$ cat config.mk
export PLATFORM = sky130hd
export DESIGN_NAME = mls_back
export DESIGN_NICKNAME = d
export VERILOG_FILES = /design/src/sv/mls_pkg.sv /design/src/sv/mls_back.sv
export SDC_FILE = /design/constraint.sdc
export NUM_CORES = 2
export LEC_CHECK = 0
export BUFFER_PORTS_ARGS = -buffer_cell sky130_fd_sc_hd__buf_2
export CAP_MARGIN = 20
export CORE_MARGIN = 5
export CORE_UTILIZATION = 56
export CTS_CLUSTER_SIZE = 12
export DETAILED_ROUTE_END_ITERATION = 16
export GPL_TIMING_DRIVEN = 0
export HOLD_SLACK_MARGIN = 0.12
export PLACE_DENSITY_LB_ADDON = 0.3
export SETUP_SLACK_MARGIN = 0.05
export SYNTH_ARGS = -nofsm -noshare
export SYNTH_HDL_FRONTEND = slang
export SYNTH_SLANG_ARGS = --single-unit
$ cat constraint.sdc
create_clock -name clk_i -period 4.7 [get_ports clk_i]
set_input_delay 0.47 -clock clk_i [delete_from_list [all_inputs] [get_ports clk_i]]
set_output_delay 0.47 -clock clk_i [all_outputs]
set_load 0.01 [all_outputs]
$ cat src/sv/mls_pkg.sv
// ----------------------------------------------------------------------------
// mls_pkg
// Shared widths and the stage payload type of the minbee limited slope pipeline.
// ----------------------------------------------------------------------------
package mls_pkg;

  localparam int DataW  = 32;
  localparam int FracW  = 16;
  localparam int CoefW  = FracW + 2;
  localparam int DiffW  = DataW + 1;
  localparam int ProdW  = DiffW + CoefW + 1;
  localparam int SumW   = ProdW + 1;
  localparam int DeltaW = DataW + 2;
  localparam int DvsW   = DiffW + 1;
  localparam int RemW   = DvsW + 1;
  localparam int QuoW   = 31;
  localparam int PhiW   = 30;
  localparam int StepN  = QuoW;

  typedef struct packed {
    logic [RemW-1:0]          rem;
    logic [DvsW-1:0]          dvs;
    logic [QuoW-1:0]          quo;
    logic signed [DeltaW-1:0] delta;
    logic                     half;
    logic                     nz;
  } div_t;

endpackage

$ cat src/sv/mls_back.sv
// ----------------------------------------------------------------------------
// mls_back
// Limiter times slope in two partial products, rounding and saturation.
// ----------------------------------------------------------------------------
module mls_back import mls_pkg::*; (
  input  logic                    clk_i,
  input  logic                    rst_ni,
  input  logic                    en_i,
  input  logic                    valid_i,
  input  div_t                    div_i,
  output logic                    valid_o,
  output logic signed [DataW-1:0] slope_o
);

  localparam int LoW  = 16;
  localparam int HiW  = QuoW - LoW;
  localparam int AccW = DeltaW + QuoW + 1;
  localparam int MW   = AccW - PhiW;

  logic                  v1_q, v2_q;
  logic [DeltaW-1:0]     mag;
  logic [QuoW-1:0]       phi;
  logic [DeltaW+LoW-1:0] plo_q;
  logic [DeltaW+HiW-1:0] phi_hi_q;
  logic                  neg_q;
  logic [AccW-1:0]       acc;
  logic [MW-1:0]         m;
  logic signed [DataW-1:0] res_q, res_d;

  assign mag = div_i.delta[DeltaW-1] ? DeltaW'(-div_i.delta) : DeltaW'(div_i.delta);
  assign phi = !div_i.nz ? '0 : (div_i.half ? (div_i.quo >> 1) : div_i.quo);
  assign acc = (AccW'(phi_hi_q) << LoW) + AccW'(plo_q) + (AccW'(1) << (PhiW - 1));
  assign m   = acc[AccW-1:PhiW];

  always_comb begin
    if (neg_q) begin
      if (m > MW'(1) << (DataW - 1)) res_d = {1'b1, {(DataW-1){1'b0}}};
      else res_d = DataW'(-signed'(m));
    end else begin
      if (m > (MW'(1) << (DataW - 1)) - MW'(1)) res_d = {1'b0, {(DataW-1){1'b1}}};
      else res_d = DataW'(m);
    end
  end

  always_ff @(posedge clk_i or negedge rst_ni) begin
    if (!rst_ni) begin
      v1_q <= 1'b0;
      v2_q <= 1'b0;
    end else if (en_i) begin
      v1_q <= valid_i;
      v2_q <= v1_q;
    end
  end

  always_ff @(posedge clk_i) begin
    if (en_i) begin
      plo_q    <= (DeltaW+LoW)'(mag) * (DeltaW+LoW)'(phi[LoW-1:0]);
      phi_hi_q <= (DeltaW+HiW)'(mag) * (DeltaW+HiW)'(phi[QuoW-1:LoW]);
      neg_q    <= div_i.delta[DeltaW-1];
      res_q    <= res_d;
    end
  end

  assign valid_o = v2_q;
  assign slope_o = res_q;

endmodule

==> out/results.tsv <==
metric	value	unit
cts_buffers	17	
synth_top_family_by_area	adder cells	
fin_nets	6219	
fill_cells	5353	
muxShareOfSynthArea	1.13	%
synth_xor_xnor_area_share	3.64	%
hpwl	107000	µm
finalHoldViolCount	0	
use_met2	54.7	%
die_h	278	µm
synthArstFlopShare	1.69	%
synthSimpleGateAreaFrac	15.7	%
cap_violations	0	
synth_top_area_share	42.8	%
startpoint_type	input port	
port-buffer-count	102	
grt_max_degree	80	
ys_types	91	
holdPathStages	2	
crit_path_start	div_i[8]	
path_depth	32	
hold_path_class	in -> reg	
crit_arrival	9.09	ns
routabilityCongestion	1.04	
synth_ff_type	edfxtp_1	
antenna_found_initial	6	
cpMaxStageDelayCell	or4_4	
cts_sinks	118	
multiInputGateArea	35400	µm²
syn_to_final_growth	20.1	%
rr_worst_depth	18	
use_met3	9.46	%
dp_slack	-6.47	ns
vias	34500	
first_global_vias	36000	
fin_skew	0.0102	ns
dieArea	77100	µm²
timing.final.max_slew_violations	0	
grt_first_pass_wirelength	208000	µm
h-tree-depth	4	
top_level_ports	173	
routed_wl	138000	µm
cp_num_buf_inv	7	
worstSetupEndpointType	register	
layout_setup_ws	-4.22	ns
vias_per_cell	5.87	
cp_max_fo	5	
clockBufferDepth	2	
final_cells	5886	
rr_startpoint	plo_q[19]$_DFFE_PP_	
synth_compound_area_share	7.51	%
ys.warnings.count	0	
die_w	278	µm
fin_util	67.7	%
syn_inst	4572	
use_met1	44.9	%
run_status	finished, violations left	
slew_headroom	27.7	%
synth_seq_cells	118	
synthTopCellsByArea	fa_1 (43%), ha_1 (9.4%), inv_1 (8.7%)	
drt-initial-drc-count	3582	
netlist_area	40100	µm²
min_period_over_period	190	%
tightest_slew	1.08	ns
ys_seq_area_share	8.80	%
drc	0	
first_pass_iters	6	
synth_common_cells	inv_1 (932), fa_1 (859), nand2_1 (677), nor2_1 (564), ha_1 (301)	
track_usage	35.1	%
ant_nets	0	
layout-drive-gt1-share	19.1	%
tns	-260.99	ns
yosysTopAreaCell	fa_1	
avgSynthCellArea	8.78	µm²
rsz0062_at_grt	true	
seq_area	3530	µm²
crit_required	4.87	ns
core	71200	µm²
hold_start	valid_i	
fmax	112	MHz
yosysMostFrequentCell	inv_1	
row_count	98	
top_usage_layer	met2	
synth_edf_count	116	
placed_cells	5628	
cp_top_family	adder cells	
finalSetupViolations	78	
synth-adder-area-share	52.2	%
fin_crit	8.92	ns
cts_root_buf	clkbuf_16	
synth_nets	5872	
path_clk_slew	0.06	ns
max_stage_delay	0.55	ns
path_common_cell	fa_1	
cts_tree	built	
clk_latency	0.43	ns
violations	setup timing	
routedWlPerCell	23.4	µm
critPathKind	in -> reg	
gr-total-overflow	0	
start_util	56.3	%
==> per-stage QoR <==
step / instance area (µm²) / hold slack (ns)
3_3_place_gp: 42300 / 0.254
5_1_grt: 48200 / 0.279
2_1_floorplan: 40600 / 0.174
3_5_place_dp: 42300 / 0.255
4_1_cts: 46800 / 0.251
6_report: 48200 / 0.268
==> layer usage <==
metal,wire length (µm),share of wire [%]
met1,49800,36
met2,61400,44
met3,16400,12
met4,10400,7.6
met5,37,0.027
==> kinds of logic after synthesis <==
kind of cell / after synthesis
simple gates: 1507
fa+ha+maj: 1160
buf+inv: 1155
compound gates: 423
xor+xnor: 167
flops: 118
mux: 42
==> layout by cell type (no fill, tap or decap), types with 21 or more instances in the layout <==
master     Yosys  final
inv_1        932    911
fa_1         859    839
nand2_1      677    650
nor2_1       564    536
ha_1         301    244
buf_4          2    189
edfxtp_1     116    116
clkbuf_1     194    107
buf_2         14    105
a21oi_1      112     65
a21o_1        60     60
xnor2_1      107     60
buf_6          5     54
ha_4           0     48
and2_1        52     47
clkbuf_2       0     39
a21oi_2        6     39
o21ai_0       64     38
nor3_1        46     31
xnor2_2        0     30
mux2_2        28     27
xor2_1        60     27
nand4_1       25     25
nor2b_1       25     23
o21a_1        27     23
clkbuf_16      0     22
nand2_2        0     22
inv_2          0     21
==> layout make-up <==
type	instances	share of cell area, %
Antenna cell	4	0.0208
Buffer	209	2.67
Clock buffer	17	0.883
Clock inverter	15	0.514
Inverter	933	7.28
Multi-Input combinational cell	3299	73.4
Sequential cell	118	7.33
Tap cell	950	2.47
Timing Repair Buffer	341	5.44
==> timing repair <==
action	4_1_cts	5_1_grt
endpoints found under the setup margin	110	108
setup buffers	164	74
hold buffers	1	0
pin swaps	215	122
endpoints found under the hold margin	2	0
resized for setup	511	199
==> state kept, by name, indices dropped and copies added (netlist names) <==
name and cells:
plo_q 34, slope_o 32, valid_o 1, v1_q 1, neg_q 1, phi_hi_q 49
==> worst paths after layout <==
| path | end | slack [ns] |
|---|---|---|
| min reg2reg | valid_o$_DFFE_PN0P_ | 0.51 |
| max | plo_q[38]$_DFFE_PP_ | -4.22 |
| max in group asynchronous | v1_q$_DFFE_PN0P_ | 4.25 |
| min | v1_q$_DFFE_PN0P_ | 0.27 |
| min in group asynchronous | valid_o$_DFFE_PN0P_ | 0.36 |
| max reg2reg | slope_o[27]$_DFFE_PP_ | 0.02 |
Power is not shown: default switching activity piles up to over one toggle a cycle in this logic, so the estimate is an artifact.
