<file path="src/sv/mls_pkg.sv">
// ----------------------------------------------------------------------------
// mls_pkg
// Shared widths and the stage payload type of the minbee limited slope pipeline.
// ----------------------------------------------------------------------------
package mls_pkg;

  localparam int DataW  = 32;
  localparam int FracW  = 16;
  localparam int CoefW  = FracW + 2;
  localparam int DiffW  = DataW + 1;
  localparam int ProdW  = DiffW + CoefW + 1;
  localparam int SumW   = ProdW + 1;
  localparam int DeltaW = DataW + 2;
  localparam int DvsW   = DiffW + 1;
  localparam int RemW   = DvsW + 1;
  localparam int QuoW   = 31;
  localparam int PhiW   = 30;
  localparam int StepN  = QuoW;

  typedef struct packed {
    logic [RemW-1:0]          rem;
    logic [DvsW-1:0]          dvs;
    logic [QuoW-1:0]          quo;
    logic signed [DeltaW-1:0] delta;
    logic                     half;
    logic                     nz;
  } div_t;

endpackage

</file>
<file path="src/sv/mls_div_step.sv">
// ----------------------------------------------------------------------------
// mls_div_step
// One registered restoring-division step: one quotient bit per stage.
// ----------------------------------------------------------------------------
module mls_div_step import mls_pkg::*; (
  input  logic clk_i,
  input  logic rst_ni,
  input  logic en_i,
  input  logic valid_i,
  input  div_t div_i,
  output logic valid_o,
  output div_t div_o
);

  logic            v_q;
  div_t            div_q;
  div_t            div_d;
  logic [RemW-1:0] r2;
  logic            ge;

  assign r2 = {div_i.rem[RemW-2:0], 1'b0};
  assign ge = r2 >= RemW'(div_i.dvs);

  always_comb begin
    div_d     = div_i;
    div_d.rem = ge ? (r2 - RemW'(div_i.dvs)) : r2;
    div_d.quo = {div_i.quo[QuoW-2:0], ge};
  end

  always_ff @(posedge clk_i or negedge rst_ni) begin
    if (!rst_ni) begin
      v_q <= 1'b0;
    end else if (en_i) begin
      v_q <= valid_i;
    end
  end

  always_ff @(posedge clk_i) begin
    if (en_i) begin
      div_q <= div_d;
    end
  end

  assign valid_o = v_q;
  assign div_o   = div_q;

endmodule

</file>
<file path="config.mk">
export PLATFORM = sky130hd
export DESIGN_NAME = mls_div_step
export DESIGN_NICKNAME = d
export VERILOG_FILES = /design/src/sv/mls_pkg.sv /design/src/sv/mls_div_step.sv
export SDC_FILE = /design/constraint.sdc
export NUM_CORES = 1
export LEC_CHECK = 0
export BUFFER_PORTS_ARGS = -buffer_cell sky130_fd_sc_hd__buf_4
export CORE_MARGIN = 5
export CORE_UTILIZATION = 40
export CTS_BUF_LIST = sky130_fd_sc_hd__clkbuf_2
export CTS_CLUSTER_DIAMETER = 30
export DETAILED_ROUTE_END_ITERATION = 10
export PLACE_DENSITY = 0.73
export SYNTH_ARGS = -nofsm -noshare
export SYNTH_HDL_FRONTEND = slang
export SYNTH_SLANG_ARGS = --single-unit
</file>
<file path="constraint.sdc">
create_clock -name clk_i -period 2.17 [get_ports clk_i]
set_input_delay 0.1085 -clock clk_i [delete_from_list [all_inputs] [get_ports clk_i]]
set_output_delay 0.1085 -clock clk_i [all_outputs]
set_load 0.03 [all_outputs]
</file>
==> results of run 1 <==
==> critical path, cell delays in order <==
cell and delay (ps):
dlygate4sd3_1 540, buf_4 140, ha_1 310, and3_4 180, and3_4 180, a32oi_1 180, o21ai_1 90, a31o_2 230
a21oi_4 230, buf_12 170, inv_1 50, o2111a_1 130, a221oi_2 170
==> worst paths after layout <==
path | startpoint | endpoint | slack (ps)
min in group asynchronous | rst_ni | valid_o$_DFFE_PN0P_ | 200
max in group asynchronous | rst_ni | valid_o$_DFFE_PN0P_ | 1870
setup reg to reg | valid_o$_DFFE_PN0P_ | valid_o$_DFFE_PN0P_ | 840
setup / recovery | div_i[124] | div_o[131]$_DFFE_PP_ | 20
hold / removal | div_i[67] | div_o[67]$_DFFE_PP_ | -420
hold reg to reg | valid_o$_DFFE_PN0P_ | valid_o$_DFFE_PN0P_ | 1100
==> flip-flops by register name, indices dropped and copies added, names as in the netlist <==
register  count
div_o       136
valid_o       1
==> final cells by class <==
class | instances | area [um^2]
inverter | 46 | 180
antenna | 1 | 2.50
tap | 220 | 275
fill | 1132 | 4800
clock inverter | 15 | 135
clock buffer | 17 | 85.1
timing repair buffer | 519 | 4320
multi-input combinational | 339 | 2620
sequential | 137 | 4110
==> routing by layer <==
metal / part of all wire, % / GRT usage (%)
met1: 39 / 27.8
met5: 0 / 0
met4: 1.8 / 6.54
met3: 7.5 / 6.59
met2: 52 / 42.2
==> what timing repair did <==
item / in CTS / in global routing
resized for setup: 0 / 20
setup buffers: 0 / 2
hold buffers: 130 / 4
setup endpoints to repair: 0 / 17
endpoints found under the hold margin: 251 / 11
==> layout by cell type (no fill, tap or decap), types with 3 or more instances in the layout <==
cell type,synthesis,final
xor2_1,15,15
nand4_1,8,8
o31ai_1,6,5
a31oi_1,10,9
xnor2_1,10,10
ha_4,0,18
nor2_1,27,27
inv_6,0,7
o21bai_1,5,5
nand2b_1,3,3
inv_1,46,38
edfxtp_1,136,136
o21ai_1,1,5
inv_2,0,6
clkbuf_2,0,17
ha_1,34,15
nand2_1,49,49
nand3_1,11,11
o21ai_0,48,44
a21o_1,13,13
clkinvlp_4,0,3
and3_1,7,5
a21oi_2,1,4
o21a_1,3,3
nor3_1,8,8
buf_12,0,5
dlygate4sd3_1,0,134
a21oi_1,33,30
buf_4,1,378
==> where the power goes <==
part / leakage (nW) / internal, mW / switching (mW)
Sequential: 1.34 / 3.22 / 0.0859
Combinational: 3.60 / 1.20 / 1.39
Clock: 0.127 / 0.347 / 1.13
Total: 5.07 / 4.77 / 2.61
==> through the flow <==
step | util (%) | power, mW | hold slack [ps] | worst slack, ps
2_1_floorplan | - | 4.58 | -187 | -161
4_1_cts | 69.5 | 7.32 | -503 | 5.24
3_3_place_gp | 60.3 | 5.63 | -116 | -417
3_5_place_dp | 60.3 | 5.66 | -115 | -428
6_report | 70.9 | 7.38 | -421 | 16.4
5_1_grt | 70.9 | 7.74 | -518 | -40.4
==> logic make-up after synthesis <==
logic type,count (synthesis)
AOI/OAI and AO/OA,149
xor gates and xnor gates,25
adders and majority gates,35
buffers and inverters,69
DFF,137
muxes,3
and+or+nand+nor,127
==> impl_results.md, run 1 <==
- Run status: complete, but fails checks
- Violated checks: negative hold slack
- Final setup TNS: 0 ps
- Layout Cells excl Fill: 1294
- Count leader, synth: edfxtp_1
- Skew final: 0 ps
- CTS tree: yes
- Largest family of logic cells by synthesized area: compound AO/OA/AOI/OAI gates
- Critical Path RT: 2730 ps
- Initial antenna violation count: 1
- DRC violations left: 0
- Via count: about 6300
- Peak supply drop: approximately 0.33 mV
- Detail Route Antenna Nets: 0
- Post-synth top cells: edfxtp_1, nand2_1, o21ai_0, inv_1, ha_1
- TritonRoute pass-1 iters: 5
- Max cap viols: 0
- Period utilization: 99.2%
- Compound-Gate Fraction of Synth Area: 15.4%
- DRT iter0 DRCs: about 420
- CORE AREA: 16500 um^2
- HP Class: input port to flop
- Largest net degree at the start of global routing: 63
- Post-placement cell area: around 10000 um^2
- CP Capture Type: flop
- Gr ovfl total: 0
- CTS buffer count: 17
- Synthesized flop and latch total: around 140
- WL/cell: roughly 18 um
- Min Tclk post-route: roughly 2200 ps
- Hold Crit Depth: 1
- Vias in the first global route: about 6500
- Mean Syn Cell Area: between 10 and 15 um^2
- Setup Viol. Count Final: 0
- Xor and xnor fraction of the mapped netlist area: under 10%
- Share of cells above drive strength 1: 44.4%
- Synth unique cells: 62
- First-pass GRT wire length: roughly 36 mm
- H-tree Lvls: 4
- CP Data Arrival Time: around 2700 ps
- Worst slew pin tran: between 400 and 500 ps
- Min Hold Slack: -421 ps
- Leak: 5.07 nW
- Reg2Reg Depth: 2
- Leading area contributor after synthesis: edfxtp_1
- Number of enable flip-flop cells after synthesis: around 140
- Detailed-placement wirelength estimate: 15.9 mm
- Ranking of synthesized cells by area: edfxtp_1, ha_1, o21ai_0, nand2_1, inv_1
- Synthesized net count: 720
- Overall routed net length: roughly 24 mm
- Die width: approximately 140 um
- Design Area, Final: approximately 12000 um^2
- Fin. max-slew vios: 0
- Global placement routability congestion: around 0.92
- # IOs: about 280
- Fin. Hold Viols: 8
- Mapped Area: ~6700 um^2
- Pwr Density: approximately 630 nW/um^2
- Async S/R FF share, synth: less than 1%
- Initial Util: between 40% and 50%
- Post-Synth Simple-Gate Area: just under 9%
- CTS root buffer: clkbuf_2
- Synth Area in Adders: approximately 6.6%
- Final net count: between 1000 and 1500
- CTS clk-pin slew, worst paths: around 240 ps
- Register area share after synthesis: 61.2%
- Die Area: 19500 um^2
- Die Span Y: approximately 140 um
- Clock sinks: 137
- Mux cell area share after synthesis: less than 1%
- Max Freq: 0.464 GHz
- Startpoint class of the critical path: input port
- Ys Warns: 0
- Port Buf Inserts: 274
- Kind of critical path: input port to flop
- Via-to-Cell Ratio: between 4 and 5
- Primary FF master, synth: edfxtp_1
- RSZ-0062 raised after global routing: yes
- Area grow syn2layout: 74.7%
- Worst-Skew Late Latency: slightly above 700 ps
- GRT Util Overall: between 20% and 30%
- Yosys top cell area share: roughly three fifths
- Syn Inst Count: between 500 and 600
- Max clock buf depth: 2
- Max_slew headroom: 70.6%
- CP max FO: 7
- Placed Cells: 1124
- Row cnt: 47
Power figures use the tool's default switching activity.
==> run 2: changes to the inputs <==
ABC_AREA = 1   (was unset)
CTS_CLUSTER_SIZE = 28   (was unset)
PLACE_DENSITY = 0.72   (was 0.73)
==> run 2 against run 1 <==
Net effect:
- synthesized cell count rose by 45%
- clock power is 21% higher
- non-clock buffer count fell by 71
- die area is 7.1% higher
- combinational power fell by 8%
- via count rose by 9.1%
- the run now ends clean
- highest routed layer unchanged
==> impl_results.md, run 2 <==
- Run status: finished, final reports clean
- Async S/R FF share, synth: less than 1%
- Number of enable flip-flop cells after synthesis: between 100 and 150
- Yosys top cell area share: 56.5%
- WL/cell: 17.1 um
- Synthesized net count: about 970
- Vias in the first global route: between 7000 and 8000
- CTS root buffer: clkbuf_2
- First-pass GRT wire length: about 38 mm
- Global placement routability congestion: approximately 0.88
- Startpoint class of the critical path: input port
- Primary FF master, synth: edfxtp_1
- Fin. Hold Viols: 0
- Final setup TNS: 0 ps
- Top layer in use: met4
- Post-placement cell area: between 9000 and 10000 um^2
- TritonRoute pass-1 iters: 5
- DR WL met3: around 1.9 mm
- Initial antenna violation count: 4
- DRT iter0 DRCs: around 350
- CORE AREA: ~18000 um^2
- Leading area contributor after synthesis: edfxtp_1
- Share of cells above drive strength 1: 27.7%
- CP Capture Type: flop
- Skew final: 0 ps
- Max reg flops: 136
- Max clock buf depth: 2
- DRC violations left: 0
- Leak: 5.66 nW
- Row cnt: 49
- Most frequent cells in the layout: nand2_1, buf_4, dlygate4sd3_1, edfxtp_1, inv_1
- Overall routed net length: 25.6 mm
- Synthesized flop and latch total: roughly 140
- Worst-Skew Late Latency: between 600 and 700 ps
- CP max FO: 17
- CTS buffer count: 17
- Port Buf Inserts: between 200 and 300
- Met2 WL: roughly 13 mm
- Count leader, synth: nand2_1
- Via count: 6894
- Gr ovfl total: 0
- Max Freq: roughly 0.52 GHz
- CTS tree: yes
- Max cap viols: 0
- HP Class: input port to flop
- Power consumption: ~7.5 mW
- Period utilization: between 80 and 90%
- Kind of critical path: input port to flop
- Setup Viol. Count Final: 0
- Most common cell after layout, fill and taps aside: nand2_1
- # IOs: roughly 280
- Via-to-Cell Ratio: about 4.6
- Largest net degree at the start of global routing: a little under 50
- Synth unique cells: 30
- Mean Syn Cell Area: around 9 um^2
- Register area share after synthesis: 56.9%
- CP Data Arrival Time: between 2000 and 2500 ps
- Post-synth top cells: nand2_1, edfxtp_1, inv_1, nor2_1, nand3_1
- Clock sinks: about 140
- Mapped Area: 7230 um^2
- Final net count: approximately 1400
- Detailed-placement wirelength estimate: about 18 mm
- Post-CTS resize count: 0
- Peak supply drop: between 0.3 and 0.4 mV
- Die Area: about 21000 um^2
- Detail Route Antenna Nets: 0
- Die Span Y: 144 um
- WL met1: 10.4 mm
- CTS clk-pin slew, worst paths: between 200 and 300 ps
- Worst slew pin tran: 524 ps
- Ys Warns: 0
- Initial Util: 40.4%
- Area grow syn2layout: 59.4%
- Design Area, Final: roughly 12000 um^2
- H-tree Lvls: 4
- Ranking of synthesized cells by area: edfxtp_1, nand2_1, inv_1, ha_1, nor2_1
- Max_slew headroom: approximately two thirds
- Critical Path RT: about 2700 ps
- Min Tclk post-route: a little under 2000 ps
- Syn Inst Count: approximately 800
- RSZ-0062 raised after global routing: no
- Fin. max-slew vios: 0
- Pwr Density: between 600 and 700 nW/um^2
- GRT Util Overall: between 20% and 30%
- Die width: ~140 um
run 2: final cells by class:
type | count | area [um^2]
tap | 229 | 287
inverter | 124 | 468
multi-input combinational | 523 | 2580
sequential | 137 | 4110
fill | 1457 | 6390
clock buffer | 17 | 85.1
antenna | 4 | 10.0
timing repair buffer | 448 | 3780
clock inverter | 14 | 189
run 2: layer usage:
metal	global-route usage [%]	vias up
li1	-	3462
met1	30.2	3128
met2	41.3	266
met3	5.13	38
met4	9.38	0
met5	0	-
run 2: where the power goes:
group / switching (mW) / total, mW / internal, mW
combinational: 1.40 / 2.39 / 0.997
sequential: 0.0878 / 3.31 / 3.22
clock: 1.12 / 1.79 / 0.674
run 2: timing repair:
action | CTS | global route
endpoints found under the hold margin | 232 | 3
setup buffers | 0 | 0
hold buffers | 139 | 3
run 2: worst paths after layout:
path                                startpoint                    to  slack [ps]  depth (start not counted)
max reg2reg                valid_o$_DFFE_PN0P_   valid_o$_DFFE_PN0P_         820                          2
min                                   div_i[9]    div_o[9]$_DFFE_PP_          90                          2
max                                 div_i[116]  div_o[125]$_DFFE_PP_         230                         15
max in group asynchronous               rst_ni   valid_o$_DFFE_PN0P_        1840                          3
min reg2reg                valid_o$_DFFE_PN0P_   valid_o$_DFFE_PN0P_        1120                          2
min in group asynchronous               rst_ni   valid_o$_DFFE_PN0P_         230                          3
run 2: stage by stage:
stage / cells / utilization, % / hold WS [ps] / worst slack [ps]
after floorplan: 791 / - / -187 / 435
after global placement: 1319 / 54.8 / -116 / 108
after detailed placement: 1319 / 54.8 / -116 / 75.8
after CTS: 1489 / 64.1 / 13.3 / 295
after global routing: 1496 / 64.3 / -0.0105 / 179
final: 1496 / 64.3 / 89.5 / 229
run 2: logic make-up (layout without fill, tap and decap cells):
family          Yosys count  in the layout  synth area share [%]
fa+ha+maj                35             35                  6.16
compound gates           38             38                  3.00
buf+inv                 131            603                  7.38
flops                   137            137                  56.9
simple gates            431            431                  24.3
other cells               0              4                     0
mux                       1              1                 0.156
xor+xnor                 18             18                  2.18
run 2: worst max-delay path: stages:
cell	delay [ps]
dlygate4sd3_1	600
buf_4	160
ha_1	330
nand2_1	110
nor2_1	170
nand2_1	130
nor2_2	150
nand3_1	100
nand3_1	110
nor2_2	50
nand2_4	90
inv_4	60
buf_12	150
nand2_1	60
nand2_1	50
==> run 3: changes to the inputs <==
CTS_BUF_LIST = sky130_fd_sc_hd__clkbuf_4 sky130_fd_sc_hd__clkbuf_8   (was sky130_fd_sc_hd__clkbuf_2)
==> run 3 against run 2 <==
Net effect:
- sequential power is essentially flat
- setup slack lost 140 ps
- utilization grew 3.5 points
- maximum frequency shrank 6.9%
- highest routed layer unchanged
- sequential share of layout area shrank 1.8 points
- critical path depth is the same
- sequential cell count is the same
- non-clock buffer count shrank 5
- largest cell class unchanged
- critical endpoint is now div_o[126]$_DFFE_PP_
- first-iteration DRC count grew 31%
==> impl_results.md, run 3 (same netlist as run 2, synthesis figures left out) <==
- Overall routed net length: approximately 26 mm
- Share of cells above drive strength 1: 34.4%
- Initial antenna violation count: 1
- Initial Util: between 40% and 50%
- CORE AREA: roughly 18000 um^2
- Worst slew pin tran: 523 ps
- Kind of critical path: input port to flop
- Via-to-Cell Ratio: ~4.7
- Max cap viols: 0
- CTS tree: yes
- Detail Route Antenna Nets: 0
- Clock sinks: between 100 and 150
- Min Tclk post-route: 2090 ps
- CP max FO: 8
- Period utilization: a little over nine tenths
- Fin. Hold Viols: 0
- Most common cell after layout, fill and taps aside: buf_4
- Most frequent cells in the layout: buf_4, nand2_1, edfxtp_1, dlygate4sd3_1, inv_1
- Internal: about 5.5 mW
- CP Capture Type: flop
- Leak: 5.72 nW
- GRT Util Overall: between 20% and 30%
- Max Freq: 0.480 GHz
- Max reg flops: roughly 140
- Final net count: roughly 1400
- CTS root buffer: clkbuf_8
- Pwr Density: between 600 and 700 nW/um^2
- Critical Path RT: 2380 ps
- Comb power frac: between 30 and 40%
- Die width: 144 um
- WL/cell: about 18 um
- CTS buffer count: 17
- Largest net degree at the start of global routing: a little under 50
- Port Buf Inserts: 274
- Area grow syn2layout: 68.0%
- Setup Viol. Count Final: 0
- Final setup TNS: 0 ps
- HP Class: input port to flop
- Gr ovfl total: 0
- Worst-Skew Late Latency: approximately 460 ps
- Die Span Y: 144 um
- H-tree Lvls: 4
- # IOs: approximately 280
- Die Area: 20900 um^2
- Row cnt: 49
- TritonRoute pass-1 iters: 5
- DRT iter0 DRCs: 460
- CTS clk-pin slew, worst paths: roughly 90 ps
- Share of power burned in registers: between 40% and 50%
- Skew final: 0 ps
- Sw Share: roughly 33%
- Detailed-placement wirelength estimate: about 18 mm
- Startpoint class of the critical path: input port
- Via count: roughly 7000
- First-pass GRT wire length: approximately 38 mm
- Max_slew headroom: between 60% and 70%
- Run status: finished, final reports clean
- Peak supply drop: 0.416 mV
- Max clock buf depth: 2
- P_sw: approximately 2.7 mW
- Global placement routability congestion: between 0.8 and 0.9
- CP Data Arrival Time: roughly 2300 ps
- Vias in the first global route: roughly 7000
- Clock network power share: roughly 29%
- Fin. max-slew vios: 0
- DRC violations left: 0
- Min Hold Slack: 75.5 ps
run 3: power groups by stage:
stage / sequential, mW / combinational, mW / clock [mW]
3_3_place_gp: 3.34 / 2.13 / 0
4_1_cts: 3.29 / 2.37 / 2.38
6_report: 3.30 / 2.56 / 2.35
2_1_floorplan: 3.88 / 0.684 / 0
5_1_grt: 3.33 / 2.74 / 2.53
3_5_place_dp: 3.35 / 2.16 / 0
run 3: cell type report:
type                            count  area (um^2)
Clock buffer                       17          234
Inverter                          124          468
Fill cell                        1357         5770
Sequential cell                   137         4110
Multi-Input combinational cell    523         3100
Tap cell                          229          287
Clock inverter                     14          189
Antenna cell                        1         2.50
Timing Repair Buffer              443         3750
run 3: worst max-delay path: stages:
cell and delay (ps):
dlygate4sd3_1 540, buf_4 130, inv_1 100, ha_4 230, a21oi_2 200, nand2_1 120
nand2_1 70, nand2_1 60, nand2_1 70, nand3_2 80, nor2_2 170, nand2_4 100
buf_6 160, nand3_1 90, nand2_1 60
run 3: stage by stage:
stage	power, mW	utilization (%)	std cells	worst slack (ps)	cell area [um^2]
finish	8.21	67.8	1488	84.9	12100
global route	8.60	67.8	1488	-47.9	12100
CTS	8.04	64.8	1486	0.642	11600
detailed placement	5.50	54.8	1319	75.8	9810
global placement	5.48	54.8	1319	108	9810
floorplan	4.56	-	791	435	7230
run 3: final timing paths:
| kind | start | end | slack, ps | depth (start not counted) |
|---|---|---|---|---|
| min in group asynchronous | rst_ni | valid_o$_DFFE_PN0P_ | 500 | 3 |
| setup reg to reg | valid_o$_DFFE_PN0P_ | valid_o$_DFFE_PN0P_ | 1410 | 1 |
| max in group asynchronous | rst_ni | valid_o$_DFFE_PN0P_ | 1570 | 3 |
| setup / recovery | div_i[89] | div_o[126]$_DFFE_PP_ | 80 | 15 |
| hold / removal | div_i[134] | div_o[135]$_DFFE_PP_ | 80 | 3 |
| hold reg to reg | valid_o$_DFFE_PN0P_ | valid_o$_DFFE_PN0P_ | 540 | 1 |
run 3: metal layers:
metal | wire [um] | GRT usage [%] | vias to the layer above
li1 | - | - | 3458
met4 | 723 | 7.41 | 0
met1 | 10500 | 29.3 | 3213
met2 | 13000 | 41.6 | 269
met5 | 0 | 0 | -
met3 | 1880 | 5.82 | 46
run 3: what timing repair did:
item                       4_1_cts  5_1_grt
hold endpoints to repair       135        0
buffers inserted                 0        1
hold buffers                   136        0
setup endpoints to repair        0       36
gates resized for setup          0       98
